--- config.mk ---
export PLATFORM = sky130hd
export DESIGN_NAME = syn_cookie_challenge_builder_unit_flat
export DESIGN_NICKNAME = d
export VERILOG_FILES = /design/src/rtl/core/scc_pkg.sv /design/src/rtl/core/scc_req_if.sv /design/src/rtl/core/scc_rsp_if.sv /design/src/rtl/core/syn_cookie_challenge_builder_unit.sv /design/src/rtl/core/scc_datapath.sv /design/src/rtl/core/scc_ctrl.sv /design/src/flat_wrapper.sv
export SDC_FILE = /design/constraint.sdc
export NUM_CORES = 1
export LEC_CHECK = 0
export ABC_CLOCK_PERIOD_IN_PS = 12600
export BUFFER_PORTS_ARGS = -buffer_cell sky130_fd_sc_hd__buf_2
export CAP_MARGIN = 10
export CORE_MARGIN = 4
export CORE_UTILIZATION = 40
export CTS_CLUSTER_SIZE = 14
export DETAILED_ROUTE_END_ITERATION = 8
export MAX_ROUTING_LAYER = met4
export PLACE_DENSITY = 0.62
export SYNTH_ARGS = -nofsm -noshare
export SYNTH_HDL_FRONTEND = slang
export SYNTH_SLANG_ARGS = --single-unit
--- constraint.sdc ---
create_clock -name clock -period 12.6 [get_ports clock]
set_input_delay 0.63 -clock clock [delete_from_list [all_inputs] [get_ports clock]]
set_output_delay 0.63 -clock clock [all_outputs]
set_load 0.05 [all_outputs]
--- src/rtl/core/scc_pkg.sv ---
// ----------------------------------------------------------------------------
// scc_pkg
// Shared constants, command types and helper functions for the SYN cookie
// challenge builder.
// ----------------------------------------------------------------------------
package scc_pkg;

   // Field widths of the channels
   localparam int WORD_W   = 16;
   localparam int COOKIE_W = 32;
   localparam int CSUM_W   = 16;
   localparam int SECRET_W = 32;

   // Running sums: at most 30 summed words of 16 bits
   localparam int SUM_W  = 21;
   // Final TCP sum adds addresses, pseudo-header and cookie words
   localparam int TSUM_W = 22;

   // Header word position, saturates at POS_MAX
   localparam int POS_W = 6;
   localparam logic [POS_W-1:0] POS_MAX = 6'd63;

   // FNV-1a style hash constants
   localparam logic [31:0] FNV_BASIS = 32'd2166136261;
   localparam logic [31:0] FNV_PRIME = 32'd16777619;

   localparam logic [7:0] NEW_TTL   = 8'd64;
   localparam logic [7:0] PROTO_TCP = 8'd6;
   localparam logic [7:0] FLAGS_SYN_ACK = 8'h12;
   localparam logic [3:0] MIN_HDR_LEN   = 4'd5;

   // Hash step operand select
   localparam logic [1:0] MUL_SEL_SA    = 2'd0;
   localparam logic [1:0] MUL_SEL_DA    = 2'd1;
   localparam logic [1:0] MUL_SEL_PORTS = 2'd2;

   // Commands from controller to datapath
   typedef struct packed {
      logic       accept;   // header word taken this cycle
      logic       mul_en;   // run one hash multiply step
      logic [1:0] mul_sel;  // which key goes into the step
      logic       finish;   // load result word and clear packet state
   } scc_cmd_type;

   function automatic logic [31:0] swap32(input logic [31:0] v);
      return {v[7:0], v[15:8], v[23:16], v[31:24]};
   endfunction

   function automatic logic [15:0] swap16(input logic [15:0] v);
      return {v[7:0], v[15:8]};
   endfunction

   // Ones-complement fold of a TSUM_W bit sum, then invert
   function automatic logic [15:0] fold_invert(input logic [TSUM_W-1:0] s);
      logic [16:0] a;
      logic [15:0] b;
      a = {1'b0, s[15:0]} + 17'(s[TSUM_W-1:16]);
      b = a[15:0] + {15'b0, a[16]};
      return ~b;
   endfunction

endpackage

--- src/rtl/core/scc_req_if.sv ---
// ----------------------------------------------------------------------------
// scc_req_if
// Header word channel: valid/ready handshake carrying one 16-bit word.
// ----------------------------------------------------------------------------
interface scc_req_if;
   logic                         valid;
   logic                         ready;
   logic [scc_pkg::WORD_W-1:0]   header_word;
   logic                         last;

   modport source (output valid, output header_word, output last, input ready);
   modport sink   (input valid, input header_word, input last, output ready);
endinterface

--- src/rtl/core/scc_rsp_if.sv ---
// ----------------------------------------------------------------------------
// scc_rsp_if
// Result channel: valid/ready handshake carrying cookie, checksums and flags.
// ----------------------------------------------------------------------------
interface scc_rsp_if;
   logic                          valid;
   logic                          ready;
   logic [scc_pkg::COOKIE_W-1:0]  cookie;
   logic [scc_pkg::CSUM_W-1:0]    ip_checksum;
   logic [scc_pkg::CSUM_W-1:0]    tcp_checksum;
   logic                          seq_matches;
   logic                          header_error;

   modport source (output valid, output cookie, output ip_checksum,
                   output tcp_checksum, output seq_matches, output header_error,
                   input ready);
   modport sink   (input valid, input cookie, input ip_checksum,
                   input tcp_checksum, input seq_matches, input header_error,
                   output ready);
endinterface

--- src/rtl/core/syn_cookie_challenge_builder_unit.sv ---
// ----------------------------------------------------------------------------
// syn_cookie_challenge_builder_unit
// SYN cookie and SYN-ACK challenge checksum builder for IPv4/TCP headers.
// ----------------------------------------------------------------------------
// Usage:
//  - req_if carries the IPv4 header then the TCP header as 16-bit words in
//    network order, one word per cycle; last marks the final TCP word.
//  - rsp_if gives one result word per packet: cookie, new IP checksum, new
//    TCP checksum, sequence-match flag and header-error flag.
//  - csr_write_enable/csr_write_data load the cookie secret; write it only
//    while no packet is in flight.
//  - Sequence: after the last word of a packet is taken, the hash runs its
//    SA, DA and ports steps (one 32x32 low multiply each), then a final
//    state mixes, sums and loads the output register. The next packet can
//    start in the cycle after the load.
//  - The output register lets the next packet stream in while a result
//    waits; if rsp stalls, the following packet holds in the load cycle
//    until the pending word is taken.
//  - Reset clears the secret, packet state and the output valid.
// ----------------------------------------------------------------------------
module syn_cookie_challenge_builder_unit (
   input  logic                          clock,
   input  logic                          reset,
   input  logic                          csr_write_enable,
   input  logic [scc_pkg::SECRET_W-1:0]  csr_write_data,
   scc_req_if.sink                       req_if,
   scc_rsp_if.source                     rsp_if
);

   scc_pkg::scc_cmd_type cmd;

   // Sequencer
   scc_ctrl u_ctrl (
      .clock     (clock),
      .reset     (reset),
      .req_valid (req_if.valid),
      .req_last  (req_if.last),
      .req_ready (req_if.ready),
      .rsp_valid (rsp_if.valid),
      .rsp_ready (rsp_if.ready),
      .cmd       (cmd)
   );

   // Parser, checksums and hash
   scc_datapath u_datapath (
      .clock            (clock),
      .reset            (reset),
      .cmd              (cmd),
      .header_word      (req_if.header_word),
      .csr_write_enable (csr_write_enable),
      .csr_write_data   (csr_write_data),
      .cookie           (rsp_if.cookie),
      .ip_checksum      (rsp_if.ip_checksum),
      .tcp_checksum     (rsp_if.tcp_checksum),
      .seq_matches      (rsp_if.seq_matches),
      .header_error     (rsp_if.header_error)
   );

endmodule

--- src/rtl/core/scc_datapath.sv ---
// ----------------------------------------------------------------------------
// scc_datapath
// Header parser, running checksums, cookie hash steps and result register.
// ----------------------------------------------------------------------------
module scc_datapath (
   input  logic                           clock,
   input  logic                           reset,
   input  scc_pkg::scc_cmd_type           cmd,
   input  logic [scc_pkg::WORD_W-1:0]     header_word,
   input  logic                           csr_write_enable,
   input  logic [scc_pkg::SECRET_W-1:0]   csr_write_data,
   output logic [scc_pkg::COOKIE_W-1:0]   cookie,
   output logic [scc_pkg::CSUM_W-1:0]     ip_checksum,
   output logic [scc_pkg::CSUM_W-1:0]     tcp_checksum,
   output logic                           seq_matches,
   output logic                           header_error
);

   localparam int PW = scc_pkg::POS_W;
   localparam int SW = scc_pkg::SUM_W;
   localparam int TW = scc_pkg::TSUM_W;

   logic [31:0]    secret_ff;
   logic [PW-1:0]  pos_ff,     pos_in;
   logic [3:0]     ip_len_ff,  ip_len_in;
   logic [3:0]     tcp_len_ff, tcp_len_in;
   logic [SW-1:0]  ip_sum_ff,  ip_sum_in;
   logic [SW-1:0]  tcp_sum_ff, tcp_sum_in;
   logic [31:0]    sa_ff, sa_in;
   logic [31:0]    da_ff, da_in;
   logic [15:0]    sp_ff, sp_in;
   logic [15:0]    dp_ff, dp_in;
   logic [31:0]    seq_ff, seq_in;
   logic [31:0]    hash_ff, hash_in;

   logic [31:0]    cookie_ff;
   logic [15:0]    ip_csum_ff, tcp_csum_ff;
   logic           match_ff, err_ff;

   // Per-word parse signals
   logic [3:0]     ihl_eff;
   logic [4:0]     ip_words;
   logic           in_ip;
   logic [PW-1:0]  tpos;
   logic           tcp_take;
   logic [15:0]    ip_val, tcp_val;

   // Finish signals
   logic [31:0]    mul_src, mul_key, mul_op;
   logic [31:0]    h_final;
   logic [TW-1:0]  ck_sum;
   logic [TW-1:0]  tsum;
   logic [6:0]     len_total;
   logic           err_now;

   // Header word parse: lengths, field capture and rewritten word values
   always_comb begin
      ip_len_in  = ip_len_ff;
      tcp_len_in = tcp_len_ff;
      sa_in      = sa_ff;
      da_in      = da_ff;
      sp_in      = sp_ff;
      dp_in      = dp_ff;
      seq_in     = seq_ff;
      ip_sum_in  = ip_sum_ff;
      tcp_sum_in = tcp_sum_ff;
      pos_in     = pos_ff;

      if (pos_ff == '0) begin
         ip_len_in = header_word[11:8];
      end
      ihl_eff  = (ip_len_in < scc_pkg::MIN_HDR_LEN) ? scc_pkg::MIN_HDR_LEN : ip_len_in;
      ip_words = {ihl_eff, 1'b0};
      in_ip    = pos_ff < PW'(ip_words);
      tpos     = pos_ff - PW'(ip_words);

      if (!in_ip && tpos == PW'(6)) begin
         tcp_len_in = header_word[15:12];
      end
      tcp_take = !in_ip && (tpos < PW'(6) || tpos < PW'({tcp_len_in, 1'b0}));

      // IP word as it reads in the challenge
      case (pos_ff)
         PW'(4):  ip_val = {scc_pkg::NEW_TTL, header_word[7:0]};
         PW'(5):  ip_val = '0;
         default: ip_val = header_word;
      endcase

      // TCP word as it reads in the challenge (seq/ack added at the end)
      case (tpos)
         PW'(0), PW'(1):                 tcp_val = header_word;
         PW'(2), PW'(3), PW'(4), PW'(5): tcp_val = '0;
         PW'(6):  tcp_val = {header_word[15:8], scc_pkg::FLAGS_SYN_ACK};
         PW'(7), PW'(8), PW'(9):         tcp_val = '0;
         default: tcp_val = header_word;
      endcase

      if (cmd.accept) begin
         if (in_ip) begin
            ip_sum_in = ip_sum_ff + SW'(ip_val);
            case (pos_ff)
               PW'(6):  sa_in = {header_word, sa_ff[15:0]};
               PW'(7):  sa_in = {sa_ff[31:16], header_word};
               PW'(8):  da_in = {header_word, da_ff[15:0]};
               PW'(9):  da_in = {da_ff[31:16], header_word};
               default: ;
            endcase
         end else if (tcp_take) begin
            tcp_sum_in = tcp_sum_ff + SW'(tcp_val);
            case (tpos)
               PW'(0):  sp_in  = header_word;
               PW'(1):  dp_in  = header_word;
               PW'(2):  seq_in = {header_word, seq_ff[15:0]};
               PW'(3):  seq_in = {seq_ff[31:16], header_word};
               default: ;
            endcase
         end
         if (pos_ff < scc_pkg::POS_MAX) begin
            pos_in = pos_ff + PW'(1);
         end
      end else begin
         // length fields only latch with an accepted word
         ip_len_in  = ip_len_ff;
         tcp_len_in = tcp_len_ff;
      end
   end

   // One hash multiply step per cycle while mul_en is set
   always_comb begin
      case (cmd.mul_sel)
         scc_pkg::MUL_SEL_SA: begin
            mul_src = scc_pkg::FNV_BASIS ^ secret_ff;
            mul_key = scc_pkg::swap32(sa_ff);
         end
         scc_pkg::MUL_SEL_DA: begin
            mul_src = hash_ff;
            mul_key = scc_pkg::swap32(da_ff);
         end
         scc_pkg::MUL_SEL_PORTS: begin
            mul_src = hash_ff;
            mul_key = {scc_pkg::swap16(sp_ff), scc_pkg::swap16(dp_ff)};
         end
         default: begin
            mul_src = hash_ff;
            mul_key = '0;
         end
      endcase
      mul_op  = mul_src ^ mul_key;
      hash_in = cmd.mul_en ? (mul_op * scc_pkg::FNV_PRIME) : hash_ff;
   end

   // Final mix, TCP checksum with pseudo-header and cookie, header check
   always_comb begin
      h_final = hash_ff ^ (hash_ff >> 13);
      // cookie halves, counted twice (seq and ack)
      ck_sum = TW'(h_final[31:16]) + TW'(h_final[15:0]);
      tsum = TW'(tcp_sum_ff)
           + TW'(sa_ff[31:16]) + TW'(sa_ff[15:0])
           + TW'(da_ff[31:16]) + TW'(da_ff[15:0])
           + TW'(scc_pkg::PROTO_TCP) + TW'({tcp_len_ff, 2'b00})
           + {ck_sum[TW-2:0], 1'b0};
      len_total = 7'({ip_len_ff, 1'b0}) + 7'({tcp_len_ff, 1'b0});
      err_now = (ip_len_ff < scc_pkg::MIN_HDR_LEN) || (tcp_len_ff < scc_pkg::MIN_HDR_LEN)
             || (7'(pos_ff) != len_total);
   end

   // Packet state: updated per word, cleared on reset and when the result is loaded
   always_ff @(posedge clock) begin
      if (reset || cmd.finish) begin
         pos_ff     <= '0;
         ip_len_ff  <= '0;
         tcp_len_ff <= '0;
         ip_sum_ff  <= '0;
         tcp_sum_ff <= '0;
         sa_ff      <= '0;
         da_ff      <= '0;
         sp_ff      <= '0;
         dp_ff      <= '0;
         seq_ff     <= '0;
      end else begin
         pos_ff     <= pos_in;
         ip_len_ff  <= ip_len_in;
         tcp_len_ff <= tcp_len_in;
         ip_sum_ff  <= ip_sum_in;
         tcp_sum_ff <= tcp_sum_in;
         sa_ff      <= sa_in;
         da_ff      <= da_in;
         sp_ff      <= sp_in;
         dp_ff      <= dp_in;
         seq_ff     <= seq_in;
      end
   end

   // Secret register
   always_ff @(posedge clock) begin
      if (reset) begin
         secret_ff <= '0;
      end else if (csr_write_enable) begin
         secret_ff <= csr_write_data;
      end
   end

   // Hash accumulator
   always_ff @(posedge clock) begin
      hash_ff <= hash_in;
   end

   // Result word register
   always_ff @(posedge clock) begin
      if (cmd.finish) begin
         cookie_ff   <= h_final;
         ip_csum_ff  <= scc_pkg::fold_invert(TW'(ip_sum_ff));
         tcp_csum_ff <= scc_pkg::fold_invert(tsum);
         match_ff    <= (seq_ff == h_final);
         err_ff      <= err_now;
      end
   end

   assign cookie       = cookie_ff;
   assign ip_checksum  = ip_csum_ff;
   assign tcp_checksum = tcp_csum_ff;
   assign seq_matches  = match_ff;
   assign header_error = err_ff;

endmodule

--- src/rtl/core/scc_ctrl.sv ---
// ----------------------------------------------------------------------------
// scc_ctrl
// Sequencer: takes header words, runs the three hash steps, then loads the
// result word once the output register is free.
// ----------------------------------------------------------------------------
module scc_ctrl (
   input  logic                  clock,
   input  logic                  reset,
   input  logic                  req_valid,
   input  logic                  req_last,
   output logic                  req_ready,
   output logic                  rsp_valid,
   input  logic                  rsp_ready,
   output scc_pkg::scc_cmd_type  cmd
);

   localparam logic [2:0] S_RX        = 3'd0;
   localparam logic [2:0] S_MUL_SA    = 3'd1;
   localparam logic [2:0] S_MUL_DA    = 3'd2;
   localparam logic [2:0] S_MUL_PORTS = 3'd3;
   localparam logic [2:0] S_FIN       = 3'd4;

   logic [2:0] state_ff, state_in;
   logic       rsp_valid_ff, rsp_valid_in;
   logic       out_free;

   // Next state and commands
   always_comb begin
      state_in    = state_ff;
      cmd         = '0;
      cmd.mul_sel = scc_pkg::MUL_SEL_SA;
      out_free    = !rsp_valid_ff || rsp_ready;
      case (state_ff)
         S_RX: begin
            cmd.accept = req_valid;
            if (req_valid && req_last) begin
               state_in = S_MUL_SA;
            end
         end
         S_MUL_SA: begin
            cmd.mul_en  = 1'b1;
            cmd.mul_sel = scc_pkg::MUL_SEL_SA;
            state_in    = S_MUL_DA;
         end
         S_MUL_DA: begin
            cmd.mul_en  = 1'b1;
            cmd.mul_sel = scc_pkg::MUL_SEL_DA;
            state_in    = S_MUL_PORTS;
         end
         S_MUL_PORTS: begin
            cmd.mul_en  = 1'b1;
            cmd.mul_sel = scc_pkg::MUL_SEL_PORTS;
            state_in    = S_FIN;
         end
         S_FIN: begin
            if (out_free) begin
               cmd.finish = 1'b1;
               state_in   = S_RX;
            end
         end
         default: state_in = S_RX;
      endcase

      // Output valid: set on load, dropped once taken
      if (cmd.finish) begin
         rsp_valid_in = 1'b1;
      end else if (rsp_ready) begin
         rsp_valid_in = 1'b0;
      end else begin
         rsp_valid_in = rsp_valid_ff;
      end
   end

   always_ff @(posedge clock) begin
      if (reset) begin
         state_ff     <= S_RX;
         rsp_valid_ff <= 1'b0;
      end else begin
         state_ff     <= state_in;
         rsp_valid_ff <= rsp_valid_in;
      end
   end

   assign req_ready = (state_ff == S_RX);
   assign rsp_valid = rsp_valid_ff;

`ifndef NO_ASSERTIONS
   // A last word always starts the hash sequence
   a_last_starts_hash: assert property (@(posedge clock) disable iff (reset)
      req_valid && req_ready && req_last |=> state_ff == S_MUL_SA)
      else $error("last word did not start hash steps");

   // Result only loaded into a free output register
   a_load_when_free: assert property (@(posedge clock) disable iff (reset)
      cmd.finish |-> (!rsp_valid_ff || rsp_ready))
      else $error("result loaded over a pending word");

   // Words are never taken while the hash runs
   a_no_accept_busy: assert property (@(posedge clock) disable iff (reset)
      cmd.mul_en |-> !req_ready)
      else $error("word accepted during hash steps");

   // Result appears the cycle after a load
   a_valid_after_load: assert property (@(posedge clock) disable iff (reset)
      cmd.finish |=> rsp_valid)
      else $error("result not shown after load");
`endif

endmodule
--- src/flat_wrapper.sv ---
// flat-port wrapper written by rule: the top's interface ports become plain ports
module syn_cookie_challenge_builder_unit_flat 
  (clock, reset, csr_write_enable, csr_write_data, req_if_valid, req_if_header_word, req_if_last, req_if_ready, rsp_if_valid, rsp_if_cookie, rsp_if_ip_checksum, rsp_if_tcp_checksum, rsp_if_seq_matches, rsp_if_header_error, rsp_if_ready);
  scc_req_if req_if_i ();
  scc_rsp_if rsp_if_i ();
  input  logic clock;
  input  logic reset;
  input  logic csr_write_enable;
  input  logic [scc_pkg::SECRET_W-1:0] csr_write_data;
  input wire logic [$bits(req_if_i.valid)-1:0] req_if_valid;
  input wire logic [$bits(req_if_i.header_word)-1:0] req_if_header_word;
  input wire logic [$bits(req_if_i.last)-1:0] req_if_last;
  output wire logic [$bits(req_if_i.ready)-1:0] req_if_ready;
  output wire logic [$bits(rsp_if_i.valid)-1:0] rsp_if_valid;
  output wire logic [$bits(rsp_if_i.cookie)-1:0] rsp_if_cookie;
  output wire logic [$bits(rsp_if_i.ip_checksum)-1:0] rsp_if_ip_checksum;
  output wire logic [$bits(rsp_if_i.tcp_checksum)-1:0] rsp_if_tcp_checksum;
  output wire logic [$bits(rsp_if_i.seq_matches)-1:0] rsp_if_seq_matches;
  output wire logic [$bits(rsp_if_i.header_error)-1:0] rsp_if_header_error;
  input wire logic [$bits(rsp_if_i.ready)-1:0] rsp_if_ready;
  assign req_if_i.valid = req_if_valid;
  assign req_if_i.header_word = req_if_header_word;
  assign req_if_i.last = req_if_last;
  assign req_if_ready = req_if_i.ready;
  assign rsp_if_valid = rsp_if_i.valid;
  assign rsp_if_cookie = rsp_if_i.cookie;
  assign rsp_if_ip_checksum = rsp_if_i.ip_checksum;
  assign rsp_if_tcp_checksum = rsp_if_i.tcp_checksum;
  assign rsp_if_seq_matches = rsp_if_i.seq_matches;
  assign rsp_if_header_error = rsp_if_i.header_error;
  assign rsp_if_i.ready = rsp_if_ready;
  syn_cookie_challenge_builder_unit u_core (.clock(clock), .reset(reset), .csr_write_enable(csr_write_enable), .csr_write_data(csr_write_data), .req_if(req_if_i), .rsp_if(rsp_if_i));
endmodule
==> results.txt, run 1 <==
----------------------------------------------------
[Outcome]
  Run status ... complete, no violations

[Logic synthesis]
  Top cells by area in the synthesized netlist ... sky130_fd_sc_hd__dfxtp_1, sky130_fd_sc_hd__ha_1, sky130_fd_sc_hd__fa_1, sky130_fd_sc_hd__edfxtp_1, sky130_fd_sc_hd__mux2i_1
  Avg Cell Area, Syn ... 9.51 sq um
  Count of mapped cells out of synthesis ... 2656
  Post-synthesis share of cell area spent on full adders, half adders and majority gates ... 27.3%
  Register area share after synthesis ... 29.1%
  Fraction of post-synthesis cell area in the top cell type by area ... 17.4%
  Simple-Gate Fraction of Synth Area ... 11.8%
  Most frequently used cell type in the post-synthesis netlist ... sky130_fd_sc_hd__inv_1
  Multiplexer area fraction after synthesis ... 5.60%
  Leading cell types by count after synthesis ... sky130_fd_sc_hd__inv_1, sky130_fd_sc_hd__ha_1, sky130_fd_sc_hd__nor2_1
  Yosys warns ... 0
  Area leader, netlist ... sky130_fd_sc_hd__dfxtp_1
  Main synth FF type ... sky130_fd_sc_hd__dfxtp_1
  Post-synth net total ... 3171
  Synthesized-area fraction occupied by ao, oa, aoi and oai cells ... 10.5%
  Cell area after synthesis ... 25200 sq um
  Count of distinct cell types in the synthesized netlist ... 90
  EDFF count, synth ... 98
  Proportion of register bits with asynchronous set or reset after synthesis ... 0%
  Total of flip-flops plus latches after synthesis ... 318
  Xor/xnor cell area share of the yosys netlist ... 9.42%
  Combinational family with the most area after synthesis ... adder cells

[STA]
  Maximum clock rate ... 0.106 GHz
  Unrepaired setup endpoints after global routing ... no
  Final clock skew ... 31.4 ps
  Final critical delay including setup and external delays ... 9480 ps
  Tightest slew margin relative to the limit ... 17.7%
  Total negative setup slack ... 0 ps
  Final Hold Viols ... 0
  Least-Margin Pin Slew ... 1230 ps
  Number of failing setup endpoints in the final timing report ... 0
  Post-route setup slack ... 3120 ps
  Final slew viol count ... 0
  Final period utilization ... 75.2%

[Critical path]
  Slowest stage delay, CP ... 570 ps
  Critical Path Source Type ... register
  Data required, critical path ... 12920 ps
  Critical path endpoint category ... register
  CP Max Fanout ... 5
  Most used cell along the critical path ... sky130_fd_sc_hd__ha_1
  Category of the most critical setup path ... reg2reg
  Data arrival, critical path ... 9800 ps
  Slowest CP cell ... sky130_fd_sc_hd__o41ai_1

[Global route]
  Global-route total usage across every layer ... 23.6%
  GRT Residual Overflow ... 0
  First-pass GRT wire length ... 118 mm
  Antenna violations before repair ... 2
  Largest net degree at the start of global routing ... 85
  Number of global-route vias before repair ... 19.5k

[Die]
  Area of the core ... 62100 sq um
  Number of placed I/O pins ... 122
  Die height ... 259 microns
  Initial Util ... 40.7%
  Horiz. Die Dim ... 259 microns
  Total Die Area ... 67200 sq um
  Number of rows created at floorplan ... 91

[CTS]
  Number of buffers added by the clock tree synthesis step ... 38
  Clock-pin slew on the worst setup and hold paths ... 70 ps
  Number of cells upsized or downsized after cts ... 0
  Skew-Pair Late Insertion Delay ... 580 ps
  Clock tree sinks ... 318
  CTS root buffer ... sky130_fd_sc_hd__clkbuf_16
  Total of hold buffers inserted after clock tree synthesis ... 0
  Setup fix buffers added after clock tree synthesis ... 0
  CTS H-tree depth ... 2
  Maximum clock path buffer count ... 3
  Clock tree from TritonCTS ... built

[Drt]
  Detailed router's first-iteration violation count ... 1544
  Total DRC errors in the routed layout ... 0
  Count of antenna-violating nets left after detailed routing ... 0
  Drt first pass iters ... 6
  Routed via count ... 19.5k
  Detailed-route wire length ... 78.4 mm
  Via density ... 5.38
  DR WL/cell ... 21.6 microns

[Min path]
  Path class of the lowest-slack min-delay path ... in2reg

[Placed design]
  Port-buffer cells ... 121
  Post-DP HPWL ... 62.0 mm
  Weighted congestion at the end of routability-driven global placement ... 0.969
  Pre-CTS worst setup slack ... 3200 ps
  Placed insts ... 3551

[Final layout]
  Count of nets after finishing ... 3269
  Multi-input gate area in the final layout ... 16300 sq um
  Final cell count without fillers ... 3625
  Combined flip-flop and latch cell area ... 7350 sq um
  Synthesis-to-layout area growth ... 11.3%
  Share of layout cells above drive strength 1 ... 8.66%
  Fill cell total of the finished layout ... 5955

[Job]
  Max-cap violation count ... 0

----------------------------------------------------
==> worst paths after layout <==
kind                                       from                                 to  slack, ps  cells after the start
setup / recovery  u_core.u_datapath.hash_ff[14]  u_core.u_datapath.tcp_checksum[9]       3120                     34
hold / removal               csr_write_data[16]    u_core.u_datapath.secret_ff[16]        290                      3
setup reg to reg  u_core.u_datapath.hash_ff[14]  u_core.u_datapath.tcp_checksum[9]       3120                     34
hold reg to reg      u_core.u_datapath.dp_ff[0]         u_core.u_datapath.dp_ff[0]        480                      2
==> registers in the layout, indices dropped and copies added (netlist names), 4 cells and up <==
signal / cells
u_core.u_datapath.ip_checksum: 16
u_core.u_datapath.sa_ff: 32
u_core.u_datapath.hash_ff: 32
u_core.u_datapath.ip_len_ff: 4
u_core.u_datapath.sp_ff: 16
u_core.u_datapath.tcp_len_ff: 4
u_core.u_datapath.cookie: 32
u_core.u_datapath.tcp_checksum: 16
u_core.u_datapath.seq_ff: 32
u_core.u_datapath.da_ff: 32
u_core.u_datapath.pos_ff: 6
u_core.u_datapath.dp_ff: 16
u_core.u_datapath.secret_ff: 32
u_core.u_datapath.tcp_sum_ff: 21
u_core.u_datapath.ip_sum_ff: 21
==> cells by family after synthesis <==
logic type,count (synthesis)
compound gates,425
fa+ha+maj,462
mux,141
xor+xnor,270
flops,318
buf+inv,420
simple gates,620
==> layout make-up <==
type,instances,share of cell area (%)
Tap cell,837,3.73
Timing Repair Buffer,143,2.74
Sequential cell,318,26.2
Inverter,335,4.48
Clock inverter,15,0.561
Multi-Input combinational cell,1918,58.1
Antenna cell,4,0.0356
Clock buffer,55,4.16
==> critical path: cells and delay by family (launching register included) <==
kind / cells / cell delay (ps)
flip-flops: 1 / 480
AND/OR/NAND/NOR: 6 / 1140
adder cells (fa/ha/maj): 9 / 3450
XOR/XNOR: 4 / 880
buffers and inverters: 2 / 170
AO/OA/AOI/OAI: 13 / 3130
==> metal layers <==
metal	GRT usage [%]	part of all wire, %	up-vias
met3	2.65	5.2	145
met4	9.05	4.2	0
met1	29.4	42	9600
met5	-	0	-
met2	39.8	48	547
li1	-	-	9220
==> per-stage QoR <==
stage | hold slack, ps | util [%] | instance area [sq um]
after detailed placement | 462 | 43.1 | 26800
final | 290 | 45.3 | 28100
after global routing | 276 | 45.3 | 28100
after floorplan | 444 | - | 25200
after global placement | 453 | 43.1 | 26800
after CTS | 257 | 45.3 | 28100
==> cells in the final DEF (no fill, tap or decap), types with 18 or more instances in the layout <==
cell and instances:
sky130_fd_sc_hd__and2_1 30, sky130_fd_sc_hd__nand3_1 96, sky130_fd_sc_hd__a211oi_1 21, sky130_fd_sc_hd__o21ai_0 127
sky130_fd_sc_hd__nor3_1 28, sky130_fd_sc_hd__dfxtp_1 219, sky130_fd_sc_hd__buf_2 121, sky130_fd_sc_hd__nand2_1 106
sky130_fd_sc_hd__a21o_1 47, sky130_fd_sc_hd__inv_1 334, sky130_fd_sc_hd__buf_4 22, sky130_fd_sc_hd__xor2_1 147
sky130_fd_sc_hd__edfxtp_1 98, sky130_fd_sc_hd__nor2b_1 18, sky130_fd_sc_hd__a21oi_1 122, sky130_fd_sc_hd__fa_1 148
sky130_fd_sc_hd__xnor2_1 122, sky130_fd_sc_hd__ha_1 313, sky130_fd_sc_hd__clkbuf_16 42, sky130_fd_sc_hd__mux2i_1 140
sky130_fd_sc_hd__nor2_1 229, sky130_fd_sc_hd__nand4_1 18
Power of run 1 is left out: the tool's default activity adds up to more than one toggle a clock period on the data nets, which glitch-free logic cannot reach.
==> run 2, diff against run 1 <==
--- a/config.mk
+++ b/config.mk
@@ -5,7 +5,7 @@
 export SDC_FILE = /design/constraint.sdc
 export NUM_CORES = 1
 export LEC_CHECK = 0
-export ABC_CLOCK_PERIOD_IN_PS = 12600
+export ABC_CLOCK_PERIOD_IN_PS = 9040
 export BUFFER_PORTS_ARGS = -buffer_cell sky130_fd_sc_hd__buf_2
 export CAP_MARGIN = 10
 export CORE_MARGIN = 4
==> constraint.sdc (replaced) <==
create_clock -name clock -period 9.04 [get_ports clock]
set_input_delay 0.452 -clock clock [delete_from_list [all_inputs] [get_ports clock]]
set_output_delay 0.452 -clock clock [all_outputs]
set_load 0.05 [all_outputs]
==> results.txt, run 2 (synthesis results as in run 1) <==
----------------------------------------------------
[Final layout]
  Count of nets after finishing ... 3304 (was 3269)
  Highest-count cells in the layout ignoring fill and taps ... sky130_fd_sc_hd__inv_1, sky130_fd_sc_hd__ha_1, sky130_fd_sc_hd__nor2_1 (unchanged)
  Share of layout cells above drive strength 1 ... 10.7% (was 8.66%)
  Most common library cell in the layout ignoring fill and taps ... sky130_fd_sc_hd__inv_1 (unchanged)
  Synthesis-to-layout area growth ... 13.0% (was 11.3%)
  Utilization after layout ... 46.0% (was 45.3%)

[Critical path]
  Data arrival, critical path ... 8940 ps (was 9800 ps)
  Worst R2R Setup Slack ... 420 ps (was 3120 ps)
  Slowest stage delay, CP ... 490 ps (was 570 ps)
  Data required, critical path ... 9360 ps (was 12920 ps)
  Critical Path Source Type ... register (unchanged)
  CP Max Fanout ... 4 (was 5)
  Critical path endpoint category ... register (unchanged)
  Slowest CP cell ... sky130_fd_sc_hd__fa_1 (was sky130_fd_sc_hd__o41ai_1)
  Category of the most critical setup path ... reg2reg (unchanged)

[Drt]
  Count of antenna-violating nets left after detailed routing ... 0 (unchanged)
  Detailed-route wire length ... 77.6 mm (was 78.4 mm)
  Detailed router's first-iteration violation count ... 1411 (was 1544)
  Drt first pass iters ... 8 (was 6)
  Via density ... 5.35 (was 5.38)
  Total DRC errors in the routed layout ... 0 (unchanged)
  Routed via count ... 19.6k (was 19.5k)
  DR WL/cell ... 21.2 microns (was 21.6 microns)

[Global route]
  Antenna violations before repair ... 3 (was 2)
  GRT Residual Overflow ... 0 (unchanged)
  Largest net degree at the start of global routing ... 81 (was 85)
  First-pass GRT wire length ... 116 mm (was 118 mm)
  Number of global-route vias before repair ... 19.4k (was 19.5k)
  Global-route total usage across every layer ... 23.4% (was 23.6%)

[CTS]
  CTS root buffer ... sky130_fd_sc_hd__clkbuf_16 (unchanged)
  Maximum clock path buffer count ... 3 (unchanged)
  CTS H-tree depth ... 2 (unchanged)
  Total of hold buffers inserted after clock tree synthesis ... 0 (unchanged)
  Clock tree sinks ... 318 (unchanged)
  Clock-pin slew on the worst setup and hold paths ... 60 ps (was 70 ps)
  Clock tree from TritonCTS ... built (unchanged)
  Skew-Pair Late Insertion Delay ... 580 ps (about the same)
  Number of buffers added by the clock tree synthesis step ... 39 (was 38)

[STA]
  Final clock skew ... 22.8 ps (was 31.4 ps)
  Final Hold Viols ... 0 (unchanged)
  Final period utilization ... 95.3% (was 75.2%)
  Final slew viol count ... 0 (unchanged)
  Tightest slew margin relative to the limit ... 24.0% (was 17.7%)
  Maximum clock rate ... 0.116 GHz (was 0.106 GHz)
  Final critical delay including setup and external delays ... 8620 ps (was 9480 ps)
  Number of failing setup endpoints in the final timing report ... 0 (unchanged)
  Worst-case hold slack ... 111 ps (was 290 ps)
  Least-Margin Pin Slew ... 1140 ps (was 1230 ps)

[Min path]
  Path class of the lowest-slack min-delay path ... in2reg (unchanged)

[Outcome]
  Run status ... complete, no violations (unchanged)

[Die]
  Initial Util ... 40.7% (unchanged)
  Total Die Area ... 67200 sq um (unchanged)
  Area of the core ... 62100 sq um (unchanged)
  Number of rows created at floorplan ... 91 (unchanged)
  Number of placed I/O pins ... 122 (unchanged)
  Die height ... 259 microns (unchanged)
  Horiz. Die Dim ... 259 microns (unchanged)

[Placed design]
  Port-buffer cells ... 121 (unchanged)
  Post-DP HPWL ... 60.9 mm (was 62.0 mm)
  Weighted congestion at the end of routability-driven global placement ... 0.971 (was 0.969)

[Job]
  Max-cap violation count ... 0 (unchanged)

----------------------------------------------------
-- run 2: cell count changes in the layout (fill, tap and decap cells not counted), moves of 4 or more --
| cell | before | now |
|---|---|---|
| sky130_fd_sc_hd__xor2_2 | 0 | 6 |
| sky130_fd_sc_hd__ha_1 | 313 | 309 |
| sky130_fd_sc_hd__a21oi_1 | 122 | 118 |
| sky130_fd_sc_hd__a21oi_2 | 1 | 5 |
| sky130_fd_sc_hd__buf_4 | 22 | 54 |
| sky130_fd_sc_hd__xor2_1 | 147 | 141 |
-- run 2: path summary, 6_finish.rpt --
path	from	endpoint	cells past startpoint
setup / recovery	u_core.u_datapath.hash_ff[17]	u_core.u_datapath.tcp_checksum[9]	38
hold / removal	csr_write_data[20]	u_core.u_datapath.secret_ff[20]	3
setup reg to reg	u_core.u_datapath.hash_ff[17]	u_core.u_datapath.tcp_checksum[9]	38
hold reg to reg	u_core.u_datapath.sp_ff[11]	u_core.u_datapath.sp_ff[11]	2
-- run 2: what timing repair did --
action | CTS | global route
buffers inserted | 0 | 9
resized for setup | 5 | 29
setup endpoints to repair | 3 | 11
pin swaps | 1 | 11
-- run 2: cell type report --
| class | count | area (sq um) |
|---|---|---|
| clock buffers | 57 | 1170 |
| inverters | 335 | 1260 |
| diodes | 2 | 5.00 |
| repair buffers | 177 | 1050 |
| multi-input cells | 1918 | 16500 |
| fillers | 5910 | 33500 |
| flip-flops and latches | 318 | 7350 |
| well taps | 837 | 1050 |
| clock inverters | 14 | 149 |
-- run 2: worst max-delay path: cells and delay by family, from the launching register on --
kind,cells,cell delay (ps)
xor+xnor,3,560
fa+ha+maj,9,3460
compound gates,11,1800
buf+inv,3,290
flops,1,460
simple gates,12,1780
-- run 2: routing by layer --
layer	track usage [%]	share of wire (%)
met1	29.2	42
met2	38.0	46
met3	2.87	5.9
met4	11.2	5.6
met5	-	0
-- run 2: through the flow --
step	instance area (sq um)	setup TNS [ps]	cells	worst slack (ps)
global route	28500	-60.6	3658	-42.3
CTS	28300	0	3647	14.1
global placement	27000	0	3576	9.18
detailed placement	27000	-148	3576	-108
floorplan	25200	0	2656	496
finish	28500	0	3658	424
Power of run 2 is left out for the same reason.
